`src/rtl/core/clx_pkg.sv`:
```
// clx_pkg: shared types, constants and character helpers of the c source lexer
// depends on nothing; imported by every module of the lexer
`default_nettype none

package clx_pkg;

    // default geometry of the position counters
    localparam int DEF_ROW_WIDTH = 16;
    localparam int DEF_COL_WIDTH = 12;

    // result field widths
    localparam int KIND_W     = 4;
    localparam int KW_W       = 5;
    localparam int OUT_ROW_W  = 16;
    localparam int OUT_COL_W  = 12;
    localparam int LEN_W      = 12;
    localparam int TDATA_IN_W = 8;
    localparam int TDATA_OUT_W = 56;

    // keyword table geometry
    localparam int KW_COUNT   = 32;
    localparam int KW_MAX_LEN = 8;
    localparam int KW_BUF_W   = 8 * KW_MAX_LEN;

    // result queue depth
    localparam int FIFO_DEPTH = 4;

    // token kinds
    localparam logic [KIND_W-1:0] KIND_ARITH      = 4'd0;
    localparam logic [KIND_W-1:0] KIND_RELATIONAL = 4'd1;
    localparam logic [KIND_W-1:0] KIND_LOGICAL    = 4'd2;
    localparam logic [KIND_W-1:0] KIND_SPECIAL    = 4'd3;
    localparam logic [KIND_W-1:0] KIND_KEYWORD    = 4'd4;
    localparam logic [KIND_W-1:0] KIND_NUMBER     = 4'd5;
    localparam logic [KIND_W-1:0] KIND_STRING     = 4'd6;
    localparam logic [KIND_W-1:0] KIND_IDENT      = 4'd7;
    localparam logic [KIND_W-1:0] KIND_SHORTHAND  = 4'd8;
    localparam logic [KIND_W-1:0] KIND_ASSIGN     = 4'd9;

    // characters with a meaning to the lexer
    localparam logic [7:0] CH_TAB     = 8'h09;
    localparam logic [7:0] CH_NL      = 8'h0A;
    localparam logic [7:0] CH_SPACE   = 8'h20;
    localparam logic [7:0] CH_BANG    = 8'h21;
    localparam logic [7:0] CH_QUOTE   = 8'h22;
    localparam logic [7:0] CH_HASH    = 8'h23;
    localparam logic [7:0] CH_PERCENT = 8'h25;
    localparam logic [7:0] CH_STAR    = 8'h2A;
    localparam logic [7:0] CH_PLUS    = 8'h2B;
    localparam logic [7:0] CH_MINUS   = 8'h2D;
    localparam logic [7:0] CH_DOT     = 8'h2E;
    localparam logic [7:0] CH_SLASH   = 8'h2F;
    localparam logic [7:0] CH_LT      = 8'h3C;
    localparam logic [7:0] CH_EQ      = 8'h3D;
    localparam logic [7:0] CH_GT      = 8'h3E;
    localparam logic [7:0] CH_UNDER   = 8'h5F;

    // one result word
    typedef struct packed {
        logic [KIND_W-1:0]    kind;
        logic [KW_W-1:0]      kw;
        logic [OUT_ROW_W-1:0] row;
        logic [OUT_COL_W-1:0] col;
        logic [LEN_W-1:0]     len;
        logic                 last;
    } t_result;

    // up to two result words from one input word, b only when a
    typedef struct packed {
        logic    a_valid;
        logic    b_valid;
        t_result a;
        t_result b;
    } t_push;

    function automatic logic is_alpha(input logic [7:0] c);
        return (c >= 8'h61 && c <= 8'h7A) || (c >= 8'h41 && c <= 8'h5A);
    endfunction

    function automatic logic is_digit(input logic [7:0] c);
        return c >= 8'h30 && c <= 8'h39;
    endfunction

    // keyword text, first character in the highest used byte
    function automatic logic [KW_BUF_W-1:0] kw_word(input logic [KW_W-1:0] idx);
        logic [KW_BUF_W-1:0] w;
        begin
            unique case (idx)
                5'd0:  w = 64'("auto");
                5'd1:  w = 64'("break");
                5'd2:  w = 64'("case");
                5'd3:  w = 64'("char");
                5'd4:  w = 64'("continue");
                5'd5:  w = 64'("do");
                5'd6:  w = 64'("default");
                5'd7:  w = 64'("const");
                5'd8:  w = 64'("double");
                5'd9:  w = 64'("else");
                5'd10: w = 64'("enum");
                5'd11: w = 64'("extern");
                5'd12: w = 64'("for");
                5'd13: w = 64'("if");
                5'd14: w = 64'("goto");
                5'd15: w = 64'("float");
                5'd16: w = 64'("int");
                5'd17: w = 64'("long");
                5'd18: w = 64'("register");
                5'd19: w = 64'("return");
                5'd20: w = 64'("signed");
                5'd21: w = 64'("static");
                5'd22: w = 64'("sizeof");
                5'd23: w = 64'("short");
                5'd24: w = 64'("struct");
                5'd25: w = 64'("switch");
                5'd26: w = 64'("typedef");
                5'd27: w = 64'("union");
                5'd28: w = 64'("void");
                5'd29: w = 64'("while");
                5'd30: w = 64'("volatile");
                5'd31: w = 64'("unsigned");
            endcase
            return w;
        end
    endfunction

endpackage

`default_nettype wire

```
`src/rtl/core/clx_lex_core.sv`:
```
// clx_lex_core: input word register, lexer state and one-step token logic
// depends on clx_pkg; feeds result words to clx_out_fifo
`default_nettype none

module clx_lex_core
    import clx_pkg::*;
#(
    parameter int ROW_WIDTH = DEF_ROW_WIDTH,
    parameter int COL_WIDTH = DEF_COL_WIDTH
) (
    input  wire logic       i_clk,
    input  wire logic       i_rst_n,
    input  wire logic       i_valid,
    output logic            o_ready,
    input  wire logic [7:0] i_char,
    input  wire logic       i_end,
    input  wire logic       i_room,
    output t_push           o_push
);

    // lexer modes
    localparam logic [3:0] M_IDLE      = 4'd0;
    localparam logic [3:0] M_IDENT     = 4'd1;
    localparam logic [3:0] M_NUMBER    = 4'd2;
    localparam logic [3:0] M_OPARITH   = 4'd3;
    localparam logic [3:0] M_OPREL     = 4'd4;
    localparam logic [3:0] M_SLASH     = 4'd5;
    localparam logic [3:0] M_STRING    = 4'd6;
    localparam logic [3:0] M_LINECMT   = 4'd7;
    localparam logic [3:0] M_BLOCK     = 4'd8;
    localparam logic [3:0] M_BLOCKSTAR = 4'd9;
    localparam logic [3:0] M_HASH      = 4'd10;

    // input word register
    logic       r_in_valid;
    logic [7:0] r_in_char;
    logic       r_in_end;

    // lexer state
    logic [3:0]          r_mode,    n_mode;
    logic [KW_BUF_W-1:0] r_kw,      n_kw;
    logic [7:0]          r_pend,    n_pend;
    logic [ROW_WIDTH-1:0] r_row,    n_row;
    logic [COL_WIDTH-1:0] r_col,    n_col;
    logic [ROW_WIDTH-1:0] r_tok_row, n_tok_row;
    logic [COL_WIDTH-1:0] r_tok_col, n_tok_col;
    logic [LEN_W-1:0]    r_len,     n_len;

    logic                 fire;
    logic [ROW_WIDTH-1:0] row_inc;
    logic [COL_WIDTH-1:0] col_inc;
    logic [LEN_W-1:0]     len_inc;
    logic [31:0]          tok_row_w, cur_row_w;
    logic [15:0]          tok_col_w, cur_col_w;
    logic                 kw_hit;
    logic [KW_W-1:0]      kw_idx;
    logic                 has_pend;
    logic [KIND_W-1:0]    pend_kind;
    logic [KW_W-1:0]      pend_kw;
    logic [LEN_W-1:0]     pend_len;
    logic                 emit0, emit1, go_idle;
    logic [KIND_W-1:0]    kind0;
    logic [KW_W-1:0]      kw0;
    logic [LEN_W-1:0]     len0;
    logic                 ident_ch;
    t_result              res0, res1;

    assign fire    = r_in_valid & i_room;
    assign o_ready = ~r_in_valid | fire;

    // saturating counters
    assign row_inc = (r_row == '1) ? r_row : r_row + 1'b1;
    assign col_inc = (r_col == '1) ? r_col : r_col + 1'b1;
    assign len_inc = (r_len == '1) ? r_len : r_len + 1'b1;

    // positions widened for the fixed result fields
    assign tok_row_w = 32'(r_tok_row);
    assign cur_row_w = 32'(r_row);
    assign tok_col_w = 16'(r_tok_col);
    assign cur_col_w = 16'(r_col);

    assign ident_ch = is_alpha(r_in_char) | is_digit(r_in_char) | (r_in_char == CH_UNDER);

    // keyword compare against all entries in parallel
    always_comb begin
        kw_hit = 1'b0;
        kw_idx = '0;
        for (int i = 0; i < KW_COUNT; i++) begin
            if (r_kw == kw_word(KW_W'(i))) begin
                kw_hit = 1'b1;
                kw_idx = KW_W'(i);
            end
        end
    end

    // what the pending token turns into when something ends it
    always_comb begin
        has_pend  = 1'b1;
        pend_kind = KIND_ARITH;
        pend_kw   = '0;
        pend_len  = LEN_W'(1);
        unique case (r_mode)
            M_IDENT: begin
                pend_len = r_len;
                if (kw_hit && r_len <= LEN_W'(KW_MAX_LEN)) begin
                    pend_kind = KIND_KEYWORD;
                    pend_kw   = kw_idx;
                end else begin
                    pend_kind = KIND_IDENT;
                end
            end
            M_NUMBER: begin
                pend_kind = KIND_NUMBER;
                pend_len  = r_len;
            end
            M_OPREL: begin
                if (r_pend == CH_BANG) pend_kind = KIND_LOGICAL;
                else if (r_pend == CH_EQ) pend_kind = KIND_ASSIGN;
                else pend_kind = KIND_RELATIONAL;
            end
            M_OPARITH, M_SLASH: pend_kind = KIND_ARITH;
            default: has_pend = 1'b0;
        endcase
    end

    // one lexer step for the registered word
    always_comb begin
        n_mode    = r_mode;
        n_kw      = r_kw;
        n_pend    = r_pend;
        n_row     = r_row;
        n_col     = r_col;
        n_tok_row = r_tok_row;
        n_tok_col = r_tok_col;
        n_len     = r_len;
        emit0     = 1'b0;
        emit1     = 1'b0;
        go_idle   = 1'b0;
        kind0     = pend_kind;
        kw0       = pend_kw;
        len0      = pend_len;

        if (r_in_end) begin
            emit0  = has_pend;
            n_mode = M_IDLE;
        end else begin
            unique case (r_mode)
                M_IDENT: begin
                    if (ident_ch) begin
                        if (r_len < LEN_W'(KW_MAX_LEN)) n_kw = {r_kw[KW_BUF_W-9:0], r_in_char};
                        n_len = len_inc;
                        n_col = col_inc;
                    end else begin
                        emit0   = 1'b1;
                        go_idle = 1'b1;
                    end
                end
                M_NUMBER: begin
                    if (is_digit(r_in_char) || r_in_char == CH_DOT) begin
                        n_len = len_inc;
                        n_col = col_inc;
                    end else begin
                        emit0   = 1'b1;
                        go_idle = 1'b1;
                    end
                end
                M_OPARITH, M_OPREL: begin
                    if (r_in_char == CH_EQ) begin
                        n_col  = col_inc;
                        emit0  = 1'b1;
                        kind0  = (r_mode == M_OPREL) ? KIND_RELATIONAL : KIND_SHORTHAND;
                        kw0    = '0;
                        len0   = LEN_W'(2);
                        n_mode = M_IDLE;
                    end else begin
                        emit0   = 1'b1;
                        go_idle = 1'b1;
                    end
                end
                M_SLASH: begin
                    if (r_in_char == CH_EQ) begin
                        n_col  = col_inc;
                        emit0  = 1'b1;
                        kind0  = KIND_SHORTHAND;
                        kw0    = '0;
                        len0   = LEN_W'(2);
                        n_mode = M_IDLE;
                    end else if (r_in_char == CH_STAR) begin
                        n_col  = col_inc;
                        n_mode = M_BLOCK;
                    end else if (r_in_char == CH_SLASH) begin
                        n_col  = col_inc;
                        n_mode = M_LINECMT;
                    end else begin
                        emit0   = 1'b1;
                        go_idle = 1'b1;
                    end
                end
                M_STRING, M_LINECMT, M_HASH, M_BLOCK, M_BLOCKSTAR: begin
                    // every byte inside counts toward row and column
                    if (r_in_char == CH_NL) begin
                        n_row = row_inc;
                        n_col = '0;
                    end else begin
                        n_col = col_inc;
                    end
                    if (r_mode == M_STRING) begin
                        n_len = len_inc;
                        if (r_in_char == CH_QUOTE) begin
                            emit0  = 1'b1;
                            kind0  = KIND_STRING;
                            kw0    = '0;
                            len0   = len_inc;
                            n_mode = M_IDLE;
                        end
                    end else if (r_mode == M_BLOCK) begin
                        if (r_in_char == CH_STAR) n_mode = M_BLOCKSTAR;
                    end else if (r_mode == M_BLOCKSTAR) begin
                        if (r_in_char == CH_SLASH) n_mode = M_IDLE;
                        else if (r_in_char != CH_STAR) n_mode = M_BLOCK;
                    end else begin
                        if (r_in_char == CH_NL) n_mode = M_IDLE;
                    end
                end
                default: go_idle = 1'b1;
            endcase

            // lex the byte from idle, after any pending token went out
            if (go_idle) begin
                n_mode = M_IDLE;
                if (r_in_char == CH_NL) begin
                    n_row = row_inc;
                    n_col = '0;
                end else if (r_in_char == CH_SPACE || r_in_char == CH_TAB) begin
                    n_col = col_inc;
                end else if (r_in_char == CH_HASH) begin
                    n_col  = col_inc;
                    n_mode = M_HASH;
                end else begin
                    n_tok_row = r_row;
                    n_tok_col = r_col;
                    n_col     = col_inc;
                    if (r_in_char == CH_SLASH) begin
                        n_mode = M_SLASH;
                    end else if (r_in_char == CH_PLUS || r_in_char == CH_MINUS
                                 || r_in_char == CH_STAR || r_in_char == CH_PERCENT) begin
                        n_mode = M_OPARITH;
                    end else if (r_in_char == CH_LT || r_in_char == CH_GT
                                 || r_in_char == CH_BANG || r_in_char == CH_EQ) begin
                        n_mode = M_OPREL;
                    end else if (is_alpha(r_in_char) || r_in_char == CH_UNDER) begin
                        n_mode = M_IDENT;
                    end else if (is_digit(r_in_char)) begin
                        n_mode = M_NUMBER;
                    end else if (r_in_char == CH_QUOTE) begin
                        n_mode = M_STRING;
                    end else begin
                        emit1 = 1'b1;
                    end
                    if (!emit1) begin
                        n_pend = r_in_char;
                        n_len  = LEN_W'(1);
                        n_kw   = KW_BUF_W'(r_in_char);
                    end
                end
            end
        end
    end

    // result words: ended token first, then a special symbol
    always_comb begin
        res0.kind = kind0;
        res0.kw   = kw0;
        res0.row  = tok_row_w[OUT_ROW_W-1:0];
        res0.col  = tok_col_w[OUT_COL_W-1:0];
        res0.len  = len0;
        res0.last = ~emit1;

        res1.kind = KIND_SPECIAL;
        res1.kw   = '0;
        res1.row  = cur_row_w[OUT_ROW_W-1:0];
        res1.col  = cur_col_w[OUT_COL_W-1:0];
        res1.len  = LEN_W'(1);
        res1.last = 1'b1;

        o_push.a_valid = fire & (emit0 | emit1);
        o_push.b_valid = fire & emit0 & emit1;
        o_push.a       = emit0 ? res0 : res1;
        o_push.b       = res1;
    end

    // input word register
    always_ff @(posedge i_clk) begin
        if (!i_rst_n) begin
            r_in_valid <= 1'b0;
        end else if (o_ready) begin
            r_in_valid <= i_valid;
        end
        if (o_ready && i_valid) begin
            r_in_char <= i_char;
            r_in_end  <= i_end;
        end
    end

    // lexer state update
    always_ff @(posedge i_clk) begin
        if (!i_rst_n) begin
            r_mode    <= M_IDLE;
            r_kw      <= '0;
            r_pend    <= '0;
            r_row     <= ROW_WIDTH'(1);
            r_col     <= '0;
            r_tok_row <= ROW_WIDTH'(1);
            r_tok_col <= '0;
            r_len     <= '0;
        end else if (fire) begin
            r_mode    <= n_mode;
            r_kw      <= n_kw;
            r_pend    <= n_pend;
            r_row     <= n_row;
            r_col     <= n_col;
            r_tok_row <= n_tok_row;
            r_tok_col <= n_tok_col;
            r_len     <= n_len;
        end
    end

endmodule

`default_nettype wire

```
`src/rtl/core/clx_out_fifo.sv`:
```
// clx_out_fifo: small result queue taking up to two words per cycle
// depends on clx_pkg; drives the output stream of the lexer
`default_nettype none

module clx_out_fifo
    import clx_pkg::*;
(
    input  wire logic  i_clk,
    input  wire logic  i_rst_n,
    input  wire t_push i_push,
    output logic       o_room,
    output logic       o_valid,
    output t_result    o_data,
    input  wire logic  i_ready
);

    localparam int PTR_W = $clog2(FIFO_DEPTH);
    localparam int CNT_W = $clog2(FIFO_DEPTH + 1);

    t_result            r_mem [FIFO_DEPTH];
    logic [PTR_W-1:0]   r_wr, n_wr;
    logic [PTR_W-1:0]   r_rd, n_rd;
    logic [CNT_W-1:0]   r_cnt, n_cnt;
    logic               pop;
    logic [CNT_W-1:0]   push_n;
    logic [CNT_W-1:0]   after_pop;
    logic [PTR_W-1:0]   wr_b;

    assign o_valid   = (r_cnt != '0);
    assign o_data    = r_mem[r_rd];
    assign pop       = o_valid & i_ready;
    assign push_n    = CNT_W'(i_push.a_valid) + CNT_W'(i_push.b_valid);
    assign after_pop = r_cnt - CNT_W'(pop);
    // room for a full pair once this cycle's word leaves
    assign o_room    = (after_pop <= CNT_W'(FIFO_DEPTH - 2));
    assign wr_b      = r_wr + 1'b1;

    // pointer and count
    always_comb begin
        n_wr  = r_wr + PTR_W'(push_n);
        n_rd  = r_rd + PTR_W'(pop);
        n_cnt = after_pop + push_n;
    end

    always_ff @(posedge i_clk) begin
        if (!i_rst_n) begin
            r_wr  <= '0;
            r_rd  <= '0;
            r_cnt <= '0;
        end else begin
            r_wr  <= n_wr;
            r_rd  <= n_rd;
            r_cnt <= n_cnt;
        end
    end

    // storage
    always_ff @(posedge i_clk) begin
        if (i_push.a_valid) r_mem[r_wr] <= i_push.a;
        if (i_push.b_valid) r_mem[wr_b] <= i_push.b;
    end

endmodule

`default_nettype wire

```
`src/rtl/core/c_source_lexer_unit.sv`:
```
// c_source_lexer_unit: streaming c source lexer, one character word per cycle while the result queue has room
// a result word passes through the input word register and then the result queue before it is valid
// throughput: one input word per cycle while the result queue has room; a word ending a token
// and starting a special symbol yields two result words, which are given out one after the other
// reset: synchronous, active low; mode idle, row 1, column 0, queue empty
// depends on clx_pkg, clx_lex_core and clx_out_fifo
`default_nettype none

module c_source_lexer_unit
    import clx_pkg::*;
#(
    parameter int ROW_WIDTH = DEF_ROW_WIDTH,
    parameter int COL_WIDTH = DEF_COL_WIDTH
) (
    input  wire logic                   i_clk,
    input  wire logic                   i_rst_n,
    // input stream
    input  wire logic                   i_s_axis_tvalid,
    output logic                        o_s_axis_tready,
    input  wire logic [TDATA_IN_W-1:0]  i_s_axis_tdata,  // [7:0] character
    input  wire logic                   i_s_axis_tlast,  // end of input
    // result stream
    output logic                        o_m_axis_tvalid,
    input  wire logic                   i_m_axis_tready,
    // [3:0] token_kind, [8:4] keyword_number, [24:9] start_row,
    // [36:25] start_col, [48:37] token_length, [55:49] zero
    output logic [TDATA_OUT_W-1:0]      o_m_axis_tdata,
    output logic                        o_m_axis_tlast   // last result of the word
);

    t_push   push;
    logic    room;
    t_result res;

    // lexer step
    clx_lex_core #(
        .ROW_WIDTH (ROW_WIDTH),
        .COL_WIDTH (COL_WIDTH)
    ) u_core (
        .i_clk   (i_clk),
        .i_rst_n (i_rst_n),
        .i_valid (i_s_axis_tvalid),
        .o_ready (o_s_axis_tready),
        .i_char  (i_s_axis_tdata),
        .i_end   (i_s_axis_tlast),
        .i_room  (room),
        .o_push  (push)
    );

    // result queue
    clx_out_fifo u_fifo (
        .i_clk   (i_clk),
        .i_rst_n (i_rst_n),
        .i_push  (push),
        .o_room  (room),
        .o_valid (o_m_axis_tvalid),
        .o_data  (res),
        .i_ready (i_m_axis_tready)
    );

    // output word packing
    assign o_m_axis_tdata = {7'b0, res.len, res.col, res.row, res.kw, res.kind};
    assign o_m_axis_tlast = res.last;

endmodule

`default_nettype wire
```
`config.mk`:
```
export PLATFORM = sky130hd
export DESIGN_NAME = c_source_lexer_unit
export DESIGN_NICKNAME = d
export VERILOG_FILES = /design/src/rtl/core/clx_pkg.sv /design/src/rtl/core/clx_lex_core.sv /design/src/rtl/core/clx_out_fifo.sv /design/src/rtl/core/c_source_lexer_unit.sv
export SDC_FILE = /design/constraint.sdc
export NUM_CORES = 1
export LEC_CHECK = 0
export ABC_AREA = 1
export BUFFER_PORTS_ARGS = -buffer_cell sky130_fd_sc_hd__buf_2
export CORE_AREA = 2 2 228 208
export DETAILED_ROUTE_END_ITERATION = 16
export DIE_AREA = 0 0 230 210
export HOLD_SLACK_MARGIN = 0.02
export MAX_ROUTING_LAYER = met4
export PLACE_DENSITY_LB_ADDON = 0.05
export SLEW_MARGIN = 20
export SYNTH_ARGS = -nofsm -noshare
export SYNTH_HDL_FRONTEND = slang
export SYNTH_HIERARCHICAL = 1
export SYNTH_SLANG_ARGS = --single-unit
```
`constraint.sdc`:
```
create_clock -name i_clk -period 16.1 [get_ports i_clk]
set_clock_uncertainty 0.05 [all_clocks]
set_input_delay 3.22 -clock i_clk [delete_from_list [all_inputs] [get_ports i_clk]]
set_output_delay 3.22 -clock i_clk [all_outputs]
set_load 0.03 [all_outputs]
```
---- After elaboration in Yosys (flattened, before gate mapping) ----
Memory sizes are Yosys's and may differ from the RTL's. A register that Yosys moved wholly into a read port is not among the register bits.
Index checks and enable logic that the tools add are counted.
W data, S select, Z words.
storage, ports and cells
  flip-flop bits (word level) ............. 161
  bits in writable memories ............... 200
  input port bits ......................... 13
  output and inout bits ................... 59
  logic and storage cells ................. 331
  memories kept ........................... 1
operators by class
  add/sub/neg operators ................... 9
  magnitude comparators ................... 9
  equality and inequality tests ........... 74
  muxes and demuxes ....................... 180
  bitwise gates (word level) .............. 16
  reduce and logical (&&, ||, !) cells .... 28
memory list
  name          depth  width  rd ports  clocked after Yosys merged registers in  write ports  RTL line            text
  u_fifo.r_mem  4      50     1         1                                        2            clx_out_fifo.sv:20  t_result r_mem [FIFO_DEPTH];
operators with widths
  operator                 number
  $eq A64 B31 Y1 const B   8
  $eq A64 B47 Y1 const B   8
  $mux W64                 8
  $eq A64 B39 Y1 const B   6
  $mux W12                 23
  $eq A64 B63 Y1 const B   4
  $mux W4                  38
  $eq A64 B15 Y1 const B   2
  $eq A64 B23 Y1 const B   2
  $eq A64 B55 Y1 const B   2
  $eq A8 B6 Y1 const B     15
  $mux W5                  22
  $mux W16                 5
  $mux W1                  65
  $pmux W12 S5             1
  $mux W50                 1
  $pmux W12 S3             1
  $pmux W4 S3              3
  $add A12 B1 Y12 const B  2
  $eq A12 B12 Y1 const B   2
  $pmux W12 S2             1
  $add A16 B1 Y16 const B  1
  $eq A16 B16 Y1 const B   1
  $eq A4 B3 Y1 const B     4
  other kinds (46)         91

---- Logic depth before layout (Yosys ltp) ----
  word-level depth ........................ 41
  mapped depth ............................ 21
  gate-level depth less buffers ........... 21

---- Cells and area by module ----
The synthesis kept the hierarchy.
by module, submodules not included
  module               instances  cells an instance  area each (µm²)  sequential area each (µm²)
  clx_out_fifo         1          1,036              10,417.5         6,145.9
  clx_lex_core         1          1,586              9,964.6          3,173.0
  c_source_lexer_unit  1          8                  56.3             0.0

---- Worst setup path after synthesis ----
OpenSTA, ideal clock, no wires.
  path kind ............................... input -> register
  from .................................... in i_m_axis_tready
  to ...................................... mem u_fifo/r_mem[3][0] (netlist name) (enable)
  arrival ................................. 8.139 ns
  setup slack ............................. 7.379 ns
  stages .................................. 10
  cell sequence ........................... a21boi_0 ha_1 ha_1 xor2_1 a21oi_1 nand2_1 inv_1 o21a_1 inv_1 o31ai_1
RTL lines
  element          RTL line                   text
  start, declared  c_source_lexer_unit.sv:24  input wire logic i_m_axis_tready,
  end, declared    clx_out_fifo.sv:20

---- Final worst setup path ----
  from .................................... in i_m_axis_tready
  to ...................................... out o_s_axis_tready
on the way
  longest elaborated chain between the ends .. 5
RTL lines
  element        RTL line                   text
  $and A1 B1 Y1  clx_out_fifo.sv:31         assign pop = o_valid & i_ready;
  $sub A3 B1 Y3  clx_out_fifo.sv:33         assign after_pop = r_cnt - CNT_W'(pop);
  $le A3 B2 Y1   clx_out_fifo.sv:35         assign o_room = (after_pop <= CNT_W'(FIFO_DEPTH - 2));
  via room       c_source_lexer_unit.sv:32  logic room;
  $and A1 B1 Y1  clx_lex_core.sv:68         assign fire = r_in_valid & i_room;
  $or A1 B1 Y1   clx_lex_core.sv:69         assign o_ready = ~r_in_valid | fire;
  end, declared  c_source_lexer_unit.sv:19  output logic o_s_axis_tready,
The timed path passes the listed nets, and every way through them passes these cells.

==> impl_metrics.ini <==
[timing]
unrepaired_setup_endpoints_after_global_routing = false
timing.final.ws_setup_ps = 8090
fin_setup_tns_ps = 0
min_period_over_period = 0.497
timing.final.crit_period_ps = 8010
whs_ps = 399
finalSetupViolCount = 0
maxClockFrequency_ghz = 0.125
tightestPinTransition_ps = 1100
hold_viol_final = 0
slew_violations = 0
max-slew-margin-rel = 0.265

[cells_and_area]
final_layout_size_suffix_gt1_frac = 0.103
nNetsFinal = 2639
multi_input_comb_area_um2 = 9140
final_cell_area_um2 = 22200
layout.filler_cells = 4599
n_antenna_cell = 0
seqCellArea_um2 = 9320
layout-area-overhead-vs-synth_pct = 8.52

[clock_tree]
holdBufCountCts = 0
clk_pin_slew_worst_paths_ps = 50
postCtsSetupRepairBufs = 0
tritoncts = built
cts_resized = 0
cts_inserted_buffers = 43
ctsLongestPathBuffers = 3
clock-root-buffer = sky130_fd_sc_hd__clkbuf_16
cts_max_level = 2
clock_latency_ps = 580
tritoncts_num_sinks = 361

[routing]
post_drt_via_cell_ratio = 5.40
initialDrtViolationCount = 1155
drt_pass1_iterations = 5
postRouteAntennaNets = 0
wl_mm = 58.6
routed_wire_length_per_instance_um = 17.9
drc = 0
routed-via-count = 17600

[synthesis]
synth_warn = 6
synth.cell_area_um2 = 20400
synth.avg_cell_area_um2 = 7.77
synth_edf_count = 209
synth.distinct_cells = 59
yosys_register_bits = 361
synthFlopType = sky130_fd_sc_hd__edfxtp_1
sequential_element_share_of_the_synthesized_area = 0.456
ys_async_sr_fraction = 0
syn-instance-count = 2630

[global_routing]
overflow = 0
grt_antenna_before_repair = 0
globalRouteTotalUtil = 0.251
first_pass_grt_wire_length_mm = 94.0
grt_pass1_vias = 17000
largest_net_degree_at_the_start_of_global_routing = 102

[floorplan]
dieWidth_um = 230
io_pins = 72
dieHeight_um = 210
design.die.area_um2 = 48300
fp-row-count = 75
placeableCoreArea_um2 = 46000
initial_utilization = 0.444

[run_status]
status = complete, no violations

[min_path]
worst_hold_path_type = flop to flop

[worst_setup_path]
cell_class_contributing_the_biggest_share_of_worst_path_delay = buffers and inverters
cp_slowest_cell = sky130_fd_sc_hd__a21boi_0
cp_max_fo = 3
crit_path_cell_trace = buf_2, a21boi_0, ha_1, ha_1, xor2_1, a21oi_1, inv_1, nand2_1, buf_2
crit_type = input pin to primary output
worst_path_arrival_time_ps = 4740
critPathCaptureType = primary output
critPathBufInv = 3
setup.worst_path.start_class = input pin
critical_path.max_stage_delay_ps = 270
worstPathRequired_ps = 12830

[run]
maxCapViolCount = 0

[placed_design]
post_dp_cell_area_um2 = 20700
placer_s_final_routability_congestion_estimate = 0.951
dp_slack_ps = 8140
dpl.hpwl_mm = 38.9
portBuffers = 64

[power]
peakVddDrop_mv = 0.0757
static-leakage-power_uw = 0.00797
fin_total_pwr_uw = 2740
powerDensity_nw_per_um2 = 124
[area by class of cell]
class                           instances  share of cell area
Timing Repair Buffer                   86              0.0222
Tap cell                              616              0.0348
Clock inverter                         13             0.00733
Clock buffer                           67              0.0577
Sequential cell                       361               0.420
Inverter                              269              0.0456
Multi-Input combinational cell       1855               0.412
[cell usage after synthesis, types with 3 or more instances]
cell type	instances	area, um^2
sky130_fd_sc_hd__buf_4	38	285
sky130_fd_sc_hd__nor2_2	9	56.3
sky130_fd_sc_hd__buf_1	3	11.3
sky130_fd_sc_hd__o211ai_1	58	435
sky130_fd_sc_hd__a22oi_1	3	22.5
sky130_fd_sc_hd__a32oi_1	3	26.3
sky130_fd_sc_hd__clkbuf_1	58	218
sky130_fd_sc_hd__a21oi_1	149	746
sky130_fd_sc_hd__nor2_4	4	45.0
sky130_fd_sc_hd__edfxtp_1	209	6280
sky130_fd_sc_hd__o31ai_1	7	52.6
sky130_fd_sc_hd__conb_1	3	11.3
sky130_fd_sc_hd__nand2_2	3	18.8
sky130_fd_sc_hd__xnor2_1	4	35.0
sky130_fd_sc_hd__nand4_1	42	263
sky130_fd_sc_hd__nor3_1	46	230
sky130_fd_sc_hd__buf_6	36	405
sky130_fd_sc_hd__nor2_1	301	1130
sky130_fd_sc_hd__o22ai_1	52	325
sky130_fd_sc_hd__o21ai_1	119	596
sky130_fd_sc_hd__buf_2	28	140
sky130_fd_sc_hd__inv_1	245	920
sky130_fd_sc_hd__nand2_1	576	2160
sky130_fd_sc_hd__clkbuf_2	3	15.0
sky130_fd_sc_hd__a211oi_1	8	60.1
sky130_fd_sc_hd__nand3_2	4	40.0
sky130_fd_sc_hd__buf_8	5	75.1
sky130_fd_sc_hd__a31oi_1	8	50.1
sky130_fd_sc_hd__xor2_1	16	140
sky130_fd_sc_hd__nor4_1	23	144
sky130_fd_sc_hd__dfxtp_1	152	3040
sky130_fd_sc_hd__o21ai_2	58	508
sky130_fd_sc_hd__nand3_1	65	325
sky130_fd_sc_hd__ha_1	9	113
sky130_fd_sc_hd__o21ai_0	234	1170
sky130_fd_sc_hd__inv_2	23	86.3
[flip-flops by register name, indices dropped and copies added (netlist names)]
signal / count
u_fifo/r_wr: 2
u_core/r_kw: 64
u_fifo/r_cnt: 3
u_core/r_tok_col: 12
u_fifo/r_rd: 2
u_core/r_len: 12
u_core/r_in_end: 1
u_core/r_in_char: 8
u_core/r_in_valid: 1
u_core/r_tok_row: 16
u_core/r_pend: 8
u_fifo/r_mem: 200
u_core/r_row: 16
u_core/r_mode: 4
u_core/r_col: 12
[path summary, 6_finish.rpt]
path	from	cells after the start	slack, ps	endpoint
worst min-delay path	u_core/r_tok_row[8]	2	400	u_core/r_tok_row[8]
worst max-delay path	i_m_axis_tready	9	8090	o_s_axis_tready
worst min register to register	u_core/r_tok_row[8]	2	400	u_core/r_tok_row[8]
worst max register to register	u_core/r_in_char[7]	17	11040	u_fifo/r_mem[2][36]
[where the power goes]
part	internal [uW]	switching (uW)	leakage (uW)
clock	583	399	0.000701
combinational	162	489	0.00411
sequential	1060	48.3	0.00316
total	1800	936	0.00797
[per-stage QoR]
| stage | utilization | std cells |
|---|---|---|
| 2_1_floorplan | - | 2656 |
| 3_3_place_gp | 0.451 | 3187 |
| 3_5_place_dp | 0.451 | 3187 |
| 4_1_cts | 0.482 | 3267 |
| 5_1_grt | 0.482 | 3267 |
| 6_report | 0.482 | 3267 |
[worst reg2reg max path, cell delays in order (launching register included)]
cell                       delay [ps]
sky130_fd_sc_hd__edfxtp_1         400
sky130_fd_sc_hd__or2_4            290
sky130_fd_sc_hd__nor2_4           120
sky130_fd_sc_hd__nand2_2          100
sky130_fd_sc_hd__inv_2             70
sky130_fd_sc_hd__nand2_1           90
sky130_fd_sc_hd__nor2_2           150
sky130_fd_sc_hd__inv_2             80
sky130_fd_sc_hd__nor2_4           210
sky130_fd_sc_hd__a311oi_1          80
sky130_fd_sc_hd__nand3_1          110
sky130_fd_sc_hd__nand2_2           60
sky130_fd_sc_hd__inv_1            270
sky130_fd_sc_hd__nand2_1          220
sky130_fd_sc_hd__nor2_1           640
sky130_fd_sc_hd__nand3_4          640
sky130_fd_sc_hd__o31ai_4          410
sky130_fd_sc_hd__buf_4            670
[logic make-up after synthesis]
group	count (synthesis)	share of synthesized area
compound gates	711	0.201
xor+xnor	20	0.00857
fa+ha+maj	10	0.00649
buf+inv	440	0.106
flops	361	0.456
other cells	3	0.000551
simple gates	1085	0.222
[cells in the final DEF, fill, tap and decap left out, types with 4 or more instances in the layout]
cell	n
sky130_fd_sc_hd__nand4_1	42
sky130_fd_sc_hd__clkbuf_16	45
sky130_fd_sc_hd__nor2_1	301
sky130_fd_sc_hd__nor2_2	9
sky130_fd_sc_hd__o31ai_1	4
sky130_fd_sc_hd__nor2_4	4
sky130_fd_sc_hd__a21oi_1	148
sky130_fd_sc_hd__o211ai_1	58
sky130_fd_sc_hd__o22ai_1	52
sky130_fd_sc_hd__o21ai_2	58
sky130_fd_sc_hd__nor3_1	46
sky130_fd_sc_hd__edfxtp_1	209
sky130_fd_sc_hd__clkinv_2	5
sky130_fd_sc_hd__ha_1	9
sky130_fd_sc_hd__nand2_2	6
sky130_fd_sc_hd__clkbuf_1	15
sky130_fd_sc_hd__nor4_1	23
sky130_fd_sc_hd__o21ai_1	119
sky130_fd_sc_hd__nand2_1	572
sky130_fd_sc_hd__xor2_1	16
sky130_fd_sc_hd__xnor2_1	4
sky130_fd_sc_hd__buf_2	64
sky130_fd_sc_hd__a31oi_1	8
sky130_fd_sc_hd__inv_1	244
sky130_fd_sc_hd__buf_4	20
sky130_fd_sc_hd__a211oi_1	8
sky130_fd_sc_hd__nand3_1	65
sky130_fd_sc_hd__clkbuf_8	7
sky130_fd_sc_hd__o21ai_0	234
sky130_fd_sc_hd__conb_1	29
sky130_fd_sc_hd__inv_2	24
sky130_fd_sc_hd__dfxtp_1	150
[routing by layer]
metal / vias to the layer above / GRT usage / routed length, um
li1: 8855 / - / -
met1: 8276 / 0.344 / 27900
met2: 415 / 0.390 / 26400
met3: 81 / 0.0361 / 2990
met4: 0 / 0.0694 / 1350
met5: - / - / 0
Power figures use the tool's default switching activity.
